==> config.mk <==
export PLATFORM = sky130hd
export DESIGN_NAME = grtb_div
export DESIGN_NICKNAME = d
export VERILOG_FILES = /design/src/design/grtb_pkg.sv /design/src/design/grtb_div.sv
export SDC_FILE = /design/constraint.sdc
export NUM_CORES = 1
export LEC_CHECK = 0
export BUFFER_PORTS_ARGS = -buffer_cell sky130_fd_sc_hd__clkbuf_2
export CAP_MARGIN = 20
export CORE_ASPECT_RATIO = 1.75
export CORE_UTILIZATION = 42
export DETAILED_ROUTE_END_ITERATION = 10
export GPL_TIMING_DRIVEN = 0
export MAX_ROUTING_LAYER = met4
export PLACE_DENSITY_LB_ADDON = 0.25
export SLEW_MARGIN = 15
export SYNTH_ARGS = -nofsm -noshare
export SYNTH_HDL_FRONTEND = slang
export SYNTH_SLANG_ARGS = --single-unit
==> constraint.sdc <==
create_clock -name clk -period 10.5 [get_ports clk]
set_clock_uncertainty 0.05 [all_clocks]
set_input_delay 0.525 -clock clk [delete_from_list [all_inputs] [get_ports clk]]
set_output_delay 0.525 -clock clk [all_outputs]
set_load 0.02 [all_outputs]
==> src/design/grtb_pkg.sv <==
// Shared types and constants for the gradient ramp table builder.
`default_nettype none
package grtb_pkg;

  localparam int NUM_CHAN  = 4;
  localparam int CHAN_W    = 17;
  localparam int FRAC_W    = 16;
  localparam int DIFF_W    = CHAN_W + 1;
  localparam int DELTA_W   = CHAN_W + FRAC_W + 1;
  localparam int ACC_W     = DELTA_W + 1;
  localparam int DIV_STEPS = CHAN_W + FRAC_W;
  localparam int STEP_W    = 6;

  typedef logic [CHAN_W-1:0]         chan_t;
  typedef logic signed [DIFF_W-1:0]  diff_t;
  typedef logic signed [DELTA_W-1:0] delta_t;
  typedef logic signed [ACC_W-1:0]   acc_t;

  typedef enum logic [1:0] {
    CMD_CLEAR = 2'd0,
    CMD_STOP  = 2'd1,
    CMD_READ  = 2'd2,
    CMD_NONE  = 2'd3
  } cmd_e;

  typedef enum logic [2:0] {
    S_CLEAR,
    S_IDLE,
    S_READ,
    S_DIV,
    S_FILL
  } state_t;

  typedef struct packed {
    logic [1:0]  cmd;
    logic [16:0] position;
    logic [16:0] red;
    logic [16:0] green;
    logic [16:0] blue;
    logic [16:0] alpha;
    logic [7:0]  read_index;
  } item_t;

  typedef struct packed {
    logic [7:0] out_red;
    logic [7:0] out_green;
    logic [7:0] out_blue;
    logic [7:0] out_alpha;
  } result_t;

  // Converts an accumulator (32 fraction bits) to a byte: (acc * 255) >> 32,
  // clamped to 0..255.
  function automatic logic [7:0] to_byte(input acc_t acc);
    logic [ACC_W+7:0] prod;
    logic [ACC_W-25:0] v;
    prod = {1'b0, acc[ACC_W-2:0], 8'd0} - (ACC_W+8)'(acc[ACC_W-2:0]);
    v = prod[ACC_W+7:32];
    if (acc <= 0) begin
      to_byte = 8'd0;
    end else if (v > (ACC_W-24)'(255)) begin
      to_byte = 8'hFF;
    end else begin
      to_byte = v[7:0];
    end
  endfunction

endpackage
`default_nettype wire

==> src/design/grtb_div.sv <==
// Four-lane restoring divider that forms the per-entry channel deltas.
`default_nettype none
module grtb_div #(
  parameter int IW = 8
) (
  input  wire logic                 clk,
  input  wire logic                 rst,
  input  wire logic                 start,
  input  wire logic [IW-1:0]        span,
  input  wire grtb_pkg::diff_t      diff [grtb_pkg::NUM_CHAN],
  output logic                      done,
  output grtb_pkg::delta_t          delta [grtb_pkg::NUM_CHAN]
);
  import grtb_pkg::*;

  localparam int NUM_W = CHAN_W + FRAC_W;

  logic              busy;
  logic [STEP_W-1:0] step;
  logic [IW-1:0]     divisor;
  logic [NUM_W-1:0]  num [NUM_CHAN];
  logic [NUM_W-1:0]  quo [NUM_CHAN];
  logic [IW:0]       rem [NUM_CHAN];
  logic              neg [NUM_CHAN];

  logic [IW:0]       rem_shift [NUM_CHAN];
  logic              ge        [NUM_CHAN];
  logic [DIFF_W-1:0] mag       [NUM_CHAN];

  always_comb begin
    for (int k = 0; k < NUM_CHAN; k++) begin
      rem_shift[k] = {rem[k][IW-1:0], num[k][NUM_W-1]};
      ge[k]        = rem_shift[k] >= {1'b0, divisor};
      mag[k]       = diff[k][DIFF_W-1] ? DIFF_W'(-diff[k]) : DIFF_W'(diff[k]);
      delta[k]     = neg[k] ? -$signed({1'b0, quo[k]}) : $signed({1'b0, quo[k]});
    end
  end

  always_ff @(posedge clk) begin
    if (rst) begin
      busy <= 1'b0;
      done <= 1'b0;
      step <= '0;
    end else begin
      done <= busy && (step == STEP_W'(DIV_STEPS - 1));
      if (start) begin
        busy <= 1'b1;
        step <= '0;
      end else if (busy) begin
        step <= step + 1'b1;
        if (step == STEP_W'(DIV_STEPS - 1)) begin
          busy <= 1'b0;
        end
      end
    end
  end

  // The dividend's low fraction bits are zero, so the magnitude is shifted in
  // once at start and one quotient bit is settled per cycle.
  always_ff @(posedge clk) begin
    if (start) begin
      divisor <= span;
      for (int k = 0; k < NUM_CHAN; k++) begin
        num[k] <= {mag[k][CHAN_W-1:0], FRAC_W'(0)};
        quo[k] <= '0;
        rem[k] <= '0;
        neg[k] <= diff[k][DIFF_W-1];
      end
    end else if (busy) begin
      for (int k = 0; k < NUM_CHAN; k++) begin
        num[k] <= num[k] << 1;
        quo[k] <= {quo[k][NUM_W-2:0], ge[k]};
        rem[k] <= ge[k] ? (rem_shift[k] - {1'b0, divisor}) : rem_shift[k];
      end
    end
  end

endmodule
`default_nettype wire

==> metrics.txt, run 1 <==
outcome=complete, no violations; register area=7487 um^2; top post-synthesis cells by count=244 x edfxtp_1, 139 x o21ai_0, 134 x xnor2_1, 129 x nand2_1, 118 x and2_1; Async S/R FF share, synth=0%; starting density of the core=42.77%; hold_buf cts=0; clock tree from TritonCTS=yes; power per cell area=161.1 nW/um^2; Final TNS setup=0 ps; maximum VDD drop=0.0001127 V; crit share post-route=36.61%; average wire per standard cell=17.07 um; width of the die=147.0 um; fmax=0.2602 GHz; top cell type's share of synthesized area=47.40%; number of endpoints with negative hold slack in the final report=0; pins over their slew limit=0; global route total overflow=0; final critical path time including I/O delays and setup=3844 ps; area of the multi-input gates=7526 um^2; cell leakage power=0.006891 uW; cell at the root of the clock tree=clkbuf_16; first-pass GRT wire length=61410 um; post-layout instance area=18120 um^2; total net switching power=894.8 uW; count of buffers inserted at the top-level ports=219; maximum buffer depth of the clock tree=3; internal cell power=2023 uW; number of global-route vias before repair=12256; Crit. End Element=output pin; fraction of layout instances using a drive strength above 1=18.48%; diode insertion count for antenna repair=0; initial antenna violation count=0; proportion of total power due to net switching=30.66%; count of warnings emitted by yosys=0; sort of element at the start of the critical path=register; part of the total power dissipated in sequential elements=43.8%; count of cell types in the netlist=68; total half-perimeter wirelength after legalization and detailed placement=28450 um; synth-to-layout area growth=17.23%; count of nets after finishing=1857; Avg Synthesized Cell Area=10.48 um^2; FF+latch count, synth=252; area leader, netlist=edfxtp_1; reg2reg start=busy$_SDFF_PP0_; Crit Path Max Fanout=8; Iter 0 DRT Violations=399; cell with the most instances after synthesis=edfxtp_1; via count=12119; final total power=2918 uW; Die H=255.8 um; unrepaired setup endpoints after global routing=no; DRC=0; clock insertion delay at the later pin of the skew report=540 ps; hold path startpoint=span[6]; hold_ws=110.0 ps; Total Routed Length=37860 um; Crit Path Class=register to output pin; Pre-antenna DRT Iters=5; detail-routed via count per cell=5.464; reported max-cap violation count=0; relative contribution of the clock network to total power=32.5%; setup fix buffers added after clock tree synthesis=0; full die area=37600 um^2; largest net degree at the start of global routing=59; depth of the CTS H-tree=1; synthesized instance count=1475; weighted congestion reported at the end of routability-driven placement=0.8796; Top FF cell, synth=edfxtp_1; Tightest Hold Check Type=input port to register; post-synthesis net count=1604; total standard cell area after synthesis=15460 um^2; number of enable-type register cells in the synthesized netlist=244; top cells by area in the synthesized netlist=edfxtp_1 47%, xnor2_1 7.6%, and2_1 4.8%; clock transition at the registers of the reported paths=70 ps; CTS buffer count=26; Worst Setup SP=quo[0][2]$_SDFFCE_PN0P_; number of fill cells in the layout=3368; placed cell areas=17250 um^2; number of top-level design ports=220; reg-to-reg setup timing slack=6660 ps; critical path required time=9930 ps; max-slew headroom at the worst pin=39.13%; CP Data Arrival Time=3270 ps; Placeable Area=36140 um^2; number of placement rows=92; Final Core Density=50.13%; Gates resized, CTS repair=0; share of total power in combinational logic=23.8%; final setup violating endpoints=0; Worst-Margin Slew=905.3 ps; share of synthesized area occupied by flip-flops and latches=48.44%; global routing usage summed across all routing layers=20.69%; # clock sinks=252; number of routed nets with antenna violations=0
## routing by layer
| metal | global-route usage [%] | part of all wire, % | wire [um] | vias up |
|---|---|---|---|---|
| met1 | 22.30 | 39 | 14790 | 5810 |
| li1 | - | - | - | 5936 |
| met4 | 7.703 | 2.9 | 1105 | 0 |
| met3 | 2.335 | 3.9 | 1464 | 67 |
| met5 | - | 0 | 0 | - |
| met2 | 38.38 | 54 | 20500 | 306 |
## worst paths after layout
kind,to,cells past startpoint
worst min-delay path,divisor[6]$_DFFE_PP_,1
worst max register to register,rem[1][6]$_SDFFCE_PN0P_,7
worst min register to register,step[5]$_SDFFE_PP0P_,2
worst max-delay path,delta[121],6
## flip-flops by register name, indices dropped and copies added (netlist names)
signal,flops
quo,132
num,68
rem,32
divisor,8
step,6
neg,4
busy,1
done,1
## per-stage QoR
step / worst slack (ps) / std cells
3_5_place_dp: 6268 / 2169
5_1_grt: 6377 / 2218
2_1_floorplan: 6513 / 1475
4_1_cts: 6460 / 2217
6_report: 6656 / 2218
3_3_place_gp: 4700 / 2164
## worst max-delay path, stage by stage, from the launching register on
cell and delay [ps]:
edfxtp_1 450, or3_1 430, o31ai_1 760, nand2_1 420, a21o_1 270, xor2_1 190
clkbuf_2 210
## cell type report
class,instances,share of cell area [%]
plain buffers,63,1.533
clock buffers,30,3.791
clock inverters,18,0.9736
inverters,45,0.9322
multi-input cells,1115,41.53
flip-flops and latches,252,41.32
well taps,470,3.245
repair buffers,225,6.670
## power by group through the flow
stage / combinational, uW / clock, uW / sequential (uW)
2_1_floorplan: 488 / 0 / 1280
3_3_place_gp: 679 / 0 / 1310
3_5_place_dp: 698 / 0 / 1300
4_1_cts: 699 / 973 / 1280
5_1_grt: 762 / 1000 / 1290
6_report: 694 / 947 / 1280
## cells in the final DEF, fill, tap and decap left out, types with 8 or more instances in the layout
| master | n |
|---|---|
| nor3b_1 | 8 |
| or2_2 | 21 |
| nor4_1 | 10 |
| nand3_1 | 27 |
| nand2_1 | 129 |
| clkinv_2 | 8 |
| a21oi_1 | 51 |
| o41ai_1 | 31 |
| clkbuf_16 | 27 |
| nor3_1 | 17 |
| nor2_1 | 62 |
| nor2b_1 | 19 |
| o31ai_1 | 48 |
| ha_1 | 42 |
| and2_1 | 118 |
| o21a_1 | 10 |
| nand2b_1 | 18 |
| or3_1 | 28 |
| clkbuf_2 | 220 |
| xor2_1 | 60 |
| or4_1 | 25 |
| xnor2_1 | 134 |
| mux2i_1 | 16 |
| dfxtp_1 | 8 |
| inv_1 | 45 |
| o21ai_0 | 139 |
| clkbuf_1 | 56 |
| nand4_1 | 8 |
| edfxtp_1 | 244 |
## logic make-up (layout without fill, tap and decap cells)
kind of cell | after synthesis | count (layout) | synth area share, %
compound gates | 343 | 343 | 14.48
flops | 252 | 252 | 48.44
mux | 17 | 17 | 1.109
buf+inv | 108 | 381 | 2.890
xor+xnor | 194 | 194 | 10.99
fa+ha+maj | 46 | 46 | 3.918
simple gates | 515 | 515 | 18.17
Power figures use the tool's default switching activity.
==> run 2: changes to the inputs <==
clock period = 3.2 ns   (was 10.5 ns; I/O delays follow)
==> metrics.txt, run 2 (same netlist as run 1, synthesis figures left out) <==
outcome=finished, violations left; violated checks=setup timing; clock transition at the registers of the reported paths=60 ps (about the same); global routing usage summed across all routing layers=21.61% (+0.92 points); count of buffers inserted at the top-level ports=219 (unchanged); starting density of the core=42.77% (unchanged); Die H=255.8 um (unchanged); pins over their slew limit=0 (unchanged); Crit. End Element=output pin; cell leakage power=0.007487 uW (+8.6%); DRC=0 (unchanged); Tightest Hold Check Type=input port to register; average wire per standard cell=17.02 um (-0.28%); largest net degree at the start of global routing=60 (+1.7%); detail-routed via count per cell=5.417 (-0.86%); registers with the most flip-flops=quo: 132 flops, num: 68 flops, rem: 32 flops; maximum buffer depth of the clock tree=3 (unchanged); Critical Path Max Stage Delay=610 ps (-150 ps); reg-to-reg setup timing slack=310 ps (-6350 ps); diode insertion count for antenna repair=0 (unchanged); number of global-route vias before repair=12838 (+4.7%); Crit Path Class=register to output pin; Iter 0 DRT Violations=518 (+30%); final total power=9845 uW (+240%); clock tree from TritonCTS=yes; weighted congestion reported at the end of routability-driven placement=0.8735 (-0.69%); sort of element at the start of the critical path=register; CP Data Arrival Time=3080 ps (-190 ps); clock insertion delay at the later pin of the skew report=550 ps (about the same); number of placement rows=92 (unchanged); # clock sinks=252 (unchanged); Total Routed Length=39520 um (+4.4%); Pre-antenna DRT Iters=4 (-1); unrepaired setup endpoints after global routing=yes; global route total overflow=0 (unchanged); critical path required time=2990 ps (-6940 ps); fmax=0.3035 GHz; post-route worst setup slack=-94.78 ps (-6751 ps); via count=12578 (+3.8%); power per cell area=503.9 nW/um^2 (+210%); reported max-cap violation count=0 (unchanged); Placeable Area=36140 um^2 (unchanged); Register-to-Register Path Depth=6 (-1); register bank with the most flops=quo; fraction of layout instances using a drive strength above 1=21.87% (+3.4 points); max FFs per register=132 (unchanged); final critical path time including I/O delays and setup=3295 ps; initial antenna violation count=0 (unchanged); cell depth of the worst hold path=3 (+2); count of nets after finishing=1962 (+5.7%); CP max stage cell=or4b_4; number of routed nets with antenna violations=0 (unchanged); full die area=37600 um^2 (unchanged); first-pass GRT wire length=64210 um (+4.6%); cell at the root of the clock tree=clkbuf_16; Crit Path Max Fanout=4 (-4); cells traversed along the worst timing path=or3_4, or3b_4, or4b_4, buf_4, o31ai_4, xnor2_2, clkbuf_8; number of endpoints with negative hold slack in the final report=0 (unchanged); final setup violating endpoints=5 (+5); CTS buffer count=26 (unchanged); synth-to-layout area growth=26.40%; hold_ws=11.41 ps (-98.59 ps); maximum VDD drop=0.0003126 V (+180%); max-slew headroom at the worst pin=41.23% (+2.1 points); crit share post-route=103.0%; total half-perimeter wirelength after legalization and detailed placement=28060 um (-1.4%); most frequent standard cell in the layout excluding fill and tap cells=edfxtp_1; commonest cells after routing, fill and taps aside=244 x edfxtp_1, 209 x clkbuf_2, 130 x xnor2_1, 130 x o21ai_0, 128 x nand2_1; number of top-level design ports=220 (unchanged); depth of the CTS H-tree=1 (unchanged); Worst-Margin Slew=876.3 ps (-29.08 ps); number of fill cells in the layout=3198 (-5.0%); width of the die=147.0 um (unchanged)
[run 2: final timing paths]
| kind | start | to |
|---|---|---|
| max | quo[1][4]$_SDFFCE_PN0P_ | delta[92] |
| min | diff[21] | num[0][82]$_DFFE_PP_ |
| max reg2reg | busy$_SDFF_PP0_ | num[0][63]$_DFFE_PP_ |
| min reg2reg | num[0][88]$_DFFE_PP_ | num[0][89]$_DFFE_PP_ |
[run 2: layout make-up]
| class | count | area [um^2] | share of cell area (%) |
|---|---|---|---|
| multi-input combinational | 1116 | 7921 | 40.54 |
| sequential | 252 | 7487 | 38.32 |
| timing repair buffer | 332 | 2236 | 11.44 |
| clock buffer | 31 | 690.7 | 3.535 |
| tap | 470 | 588.1 | 3.010 |
| buffer | 60 | 265.3 | 1.358 |
| clock inverter | 16 | 181.4 | 0.9285 |
| inverter | 45 | 168.9 | 0.8645 |
[run 2: repair_timing]
item,in CTS,in global routing
hold buffers,71,0
hold endpoints to repair,72,0
gates resized for setup,53,53
setup buffers,13,24
cloned,1,0
endpoints found under the setup margin,203,60
pin swaps,10,16
[run 2: metal layers]
| metal | track usage [%] | share of wire, % | vias up |
|---|---|---|---|
| met4 | 9.250 | 4.0 | 0 |
| met2 | 39.81 | 53 | 313 |
| li1 | - | - | 6145 |
| met3 | 2.264 | 3.6 | 94 |
| met1 | 23.17 | 39 | 6026 |
| met5 | - | 0 | - |
[run 2: power breakdown]
| part | total [uW] | switching [uW] | internal [uW] |
|---|---|---|---|
| clock | 3160 | 1300 | 1860 |
| sequential | 4200 | 235 | 3970 |
| combinational | 2480 | 1460 | 1020 |
[run 2: stage by stage]
stage	TNS, ps	instances	utilization, %	setup WS [ps]	cell area [um^2]
after floorplan	0	1475	-	383.5	15460
after global placement	-194180	2164	47.43	-875.4	17140
after detailed placement	-70180	2168	47.74	-967.5	17250
after CTS	-419.7	2299	53.04	-125.5	19170
after global routing	-2087	2322	54.06	-210.9	19540
final	-368.6	2322	54.06	-94.78	19540
[run 2: critical path, delay by kind of cell, from the launching register on]
family	cells	cell delay (ps)
buf+inv	2	350
simple gates	3	1420
compound gates	1	200
xor+xnor	1	160
flops	1	410
==> run 3: changes to the inputs <==
GPL_TIMING_DRIVEN = unset   (was 0)
==> metrics.txt, run 3 (same netlist as run 1, synthesis figures left out) <==
weighted congestion reported at the end of routability-driven placement=0.8718 (-0.19%); Iter 0 DRT Violations=473 (-8.7%); critical path required time=2990 ps (about the same); violated checks=setup timing; cell at the root of the clock tree=clkbuf_16; register bank with the most flops=quo; outcome=finished, violations left; commonest cells after routing, fill and taps aside=244 x edfxtp_1, 207 x clkbuf_2, 134 x xnor2_1, 132 x o21ai_0, 128 x nand2_1; via count=12323 (-2.0%); width of the die=147.0 um (unchanged); fmax=0.3115 GHz (+2.6%); Total Routed Length=37190 um (-5.9%); reported max-cap violation count=0 (unchanged); full die area=37600 um^2 (unchanged); Placeable Area=36140 um^2 (unchanged); power per cell area=497.0 nW/um^2 (-1.4%); Crit Path Max Fanout=6 (+2); fraction of layout instances using a drive strength above 1=22.22% (+0.35 points); unrepaired setup endpoints after global routing=yes; registers with the most flip-flops=quo: 132 flops, num: 68 flops, rem: 32 flops; number of fill cells in the layout=3226 (+0.88%); cell leakage power=0.007352 uW (-1.8%); CP max stage cell=or4_4; first-pass GRT wire length=60250 um (-6.2%); crit share post-route=100.3% (-2.6 points); clock transition at the registers of the reported paths=60 ps (about the same); clock tree from TritonCTS=yes; area of the multi-input gates=7833 um^2 (-1.1%); fraction of met1 tracks used by global routing=21.67% (-1.5 points); initial antenna violation count=0 (unchanged); placed cell areas=17110 um^2 (-0.81%); post-route worst setup slack=-10.71 ps (+84.07 ps); max FFs per register=132 (unchanged); global route total overflow=0 (unchanged); hold_ws=8.455 ps (-2.957 ps); count of buffers inserted at the top-level ports=219 (unchanged); clock insertion delay at the later pin of the skew report=540 ps (about the same); post-layout instance area=19170 um^2 (-1.9%); Die H=255.8 um (unchanged); CP Data Arrival Time=3000 ps (-80 ps); Critical Path Max Stage Delay=560 ps (-50 ps); synth-to-layout area growth=24.04%; DRC=0 (unchanged); final critical path time including I/O delays and setup=3211 ps (-84.07 ps); cells traversed along the worst timing path=or4_4, or3_4, or4_4, o41a_1, buf_2; CTS buffer count=26 (unchanged); Top Usage Layer GRT=met2; most frequent standard cell in the layout excluding fill and tap cells=edfxtp_1; Worst-Margin Slew=1185 ps (+309.1 ps); starting density of the core=42.77% (unchanged); Tightest Hold Check Type=input port to register; register area=7487 um^2 (unchanged); count of nets after finishing=1917 (-2.3%); Crit. End Element=output pin; critical path buffer and inverter count=1 (-1); total half-perimeter wirelength after legalization and detailed placement=25350 um (-9.6%); number of top-level design ports=220 (unchanged); Final Core Density=53.05% (-1.0 points); number of endpoints with negative hold slack in the final report=0 (unchanged); sort of element at the start of the critical path=register; global routing usage summed across all routing layers=19.94% (-1.7 points); maximum buffer depth of the clock tree=3 (unchanged); depth of the CTS H-tree=1 (unchanged); Worst path top cell family by delay=simple AND/OR/NAND/NOR gates; largest net degree at the start of global routing=111 (+85%); final setup violating endpoints=1 (-4); number of global-route vias before repair=12342 (-3.9%); max-slew headroom at the worst pin=20.98% (-20 points); number of routed nets with antenna violations=0 (unchanged); met3 track utilization from global routing=1.783% (-0.48 points); number of placement rows=92 (unchanged); average wire per standard cell=16.35 um (-3.9%); pins over their slew limit=0 (unchanged); maximum VDD drop=0.0003655 V (+17%); library cell appearing most often on the critical path=or4_4; Crit Path Class=register to output pin; met2 layer usage reported by global route=37.15% (-2.7 points); Pre-antenna DRT Iters=5 (+1); detail-routed via count per cell=5.417 (about the same); diode insertion count for antenna repair=0 (unchanged); # clock sinks=252 (unchanged)
run 3: cell count changes in the layout (fill, tap and decap cells not counted), moves of 4 or more:
cell	before	now
clkbuf_1	50	4
buf_4	55	60
xnor2_1	130	134
xnor2_2	4	0
run 3: tightest hold or removal path: cells and delay by family:
kind / cells / cell delay, ps
AO/OA/AOI/OAI: 1 / 160
buffers and inverters: 1 / 90
XOR/XNOR: 1 / 80
run 3: timing repair:
item                                    CTS  global route
cloned                                    1             0
setup buffers                            12            20
hold buffers                             71             0
gates resized for setup                  29            46
pin swaps                                15             8
endpoints found under the hold margin    78             0
endpoints found under the setup margin   25            39
run 3: per-stage QoR:
stage	power, uW	cells	setup WS (ps)	setup TNS, ps
2_1_floorplan	5795	1475	383.5	0
3_3_place_gp	6472	2126	477.3	0
3_5_place_dp	6516	2126	413.5	0
4_1_cts	9572	2255	-72.97	-263.8
5_1_grt	9990	2275	-61.52	-362.2
6_report	9528	2275	-10.71	-10.71
run 3: cell type report:
cell class	instances	share of cell area (%)
clock inverter	14	0.5025
sequential	252	39.05
tap	470	3.067
clock buffer	31	3.602
multi-input combinational	1116	40.85
timing repair buffer	347	12.05
inverter	45	0.8810
run 3: layer usage:
metal  up-vias  wire, um  share of wire (%)
li1       6042         -                  -
met3        75      1143                3.1
met2       272     19960                 54
met4         0      1160                3.1
met5         -         0                  0
met1      5934     14930                 40
run 3: final timing paths:
path / start / to / slack, ps / cells past startpoint
max reg2reg: divisor[1]$_DFFE_PP_ / rem[2][4]$_SDFFCE_PN0P_ / 620 / 7
min: diff[52] / num[0][63]$_DFFE_PP_ / 8 / 3
max: quo[3][22]$_SDFFCE_PN0P_ / delta[33] / -10 / 5
min reg2reg: step[5]$_SDFFE_PP0P_ / done$_SDFF_PP0_ / 430 / 2
run 3: report_power, final:
| group | internal [uW] | switching (uW) |
|---|---|---|
| logic | 1000 | 1420 |
| clock network | 1610 | 1300 |
| registers | 3970 | 237 |
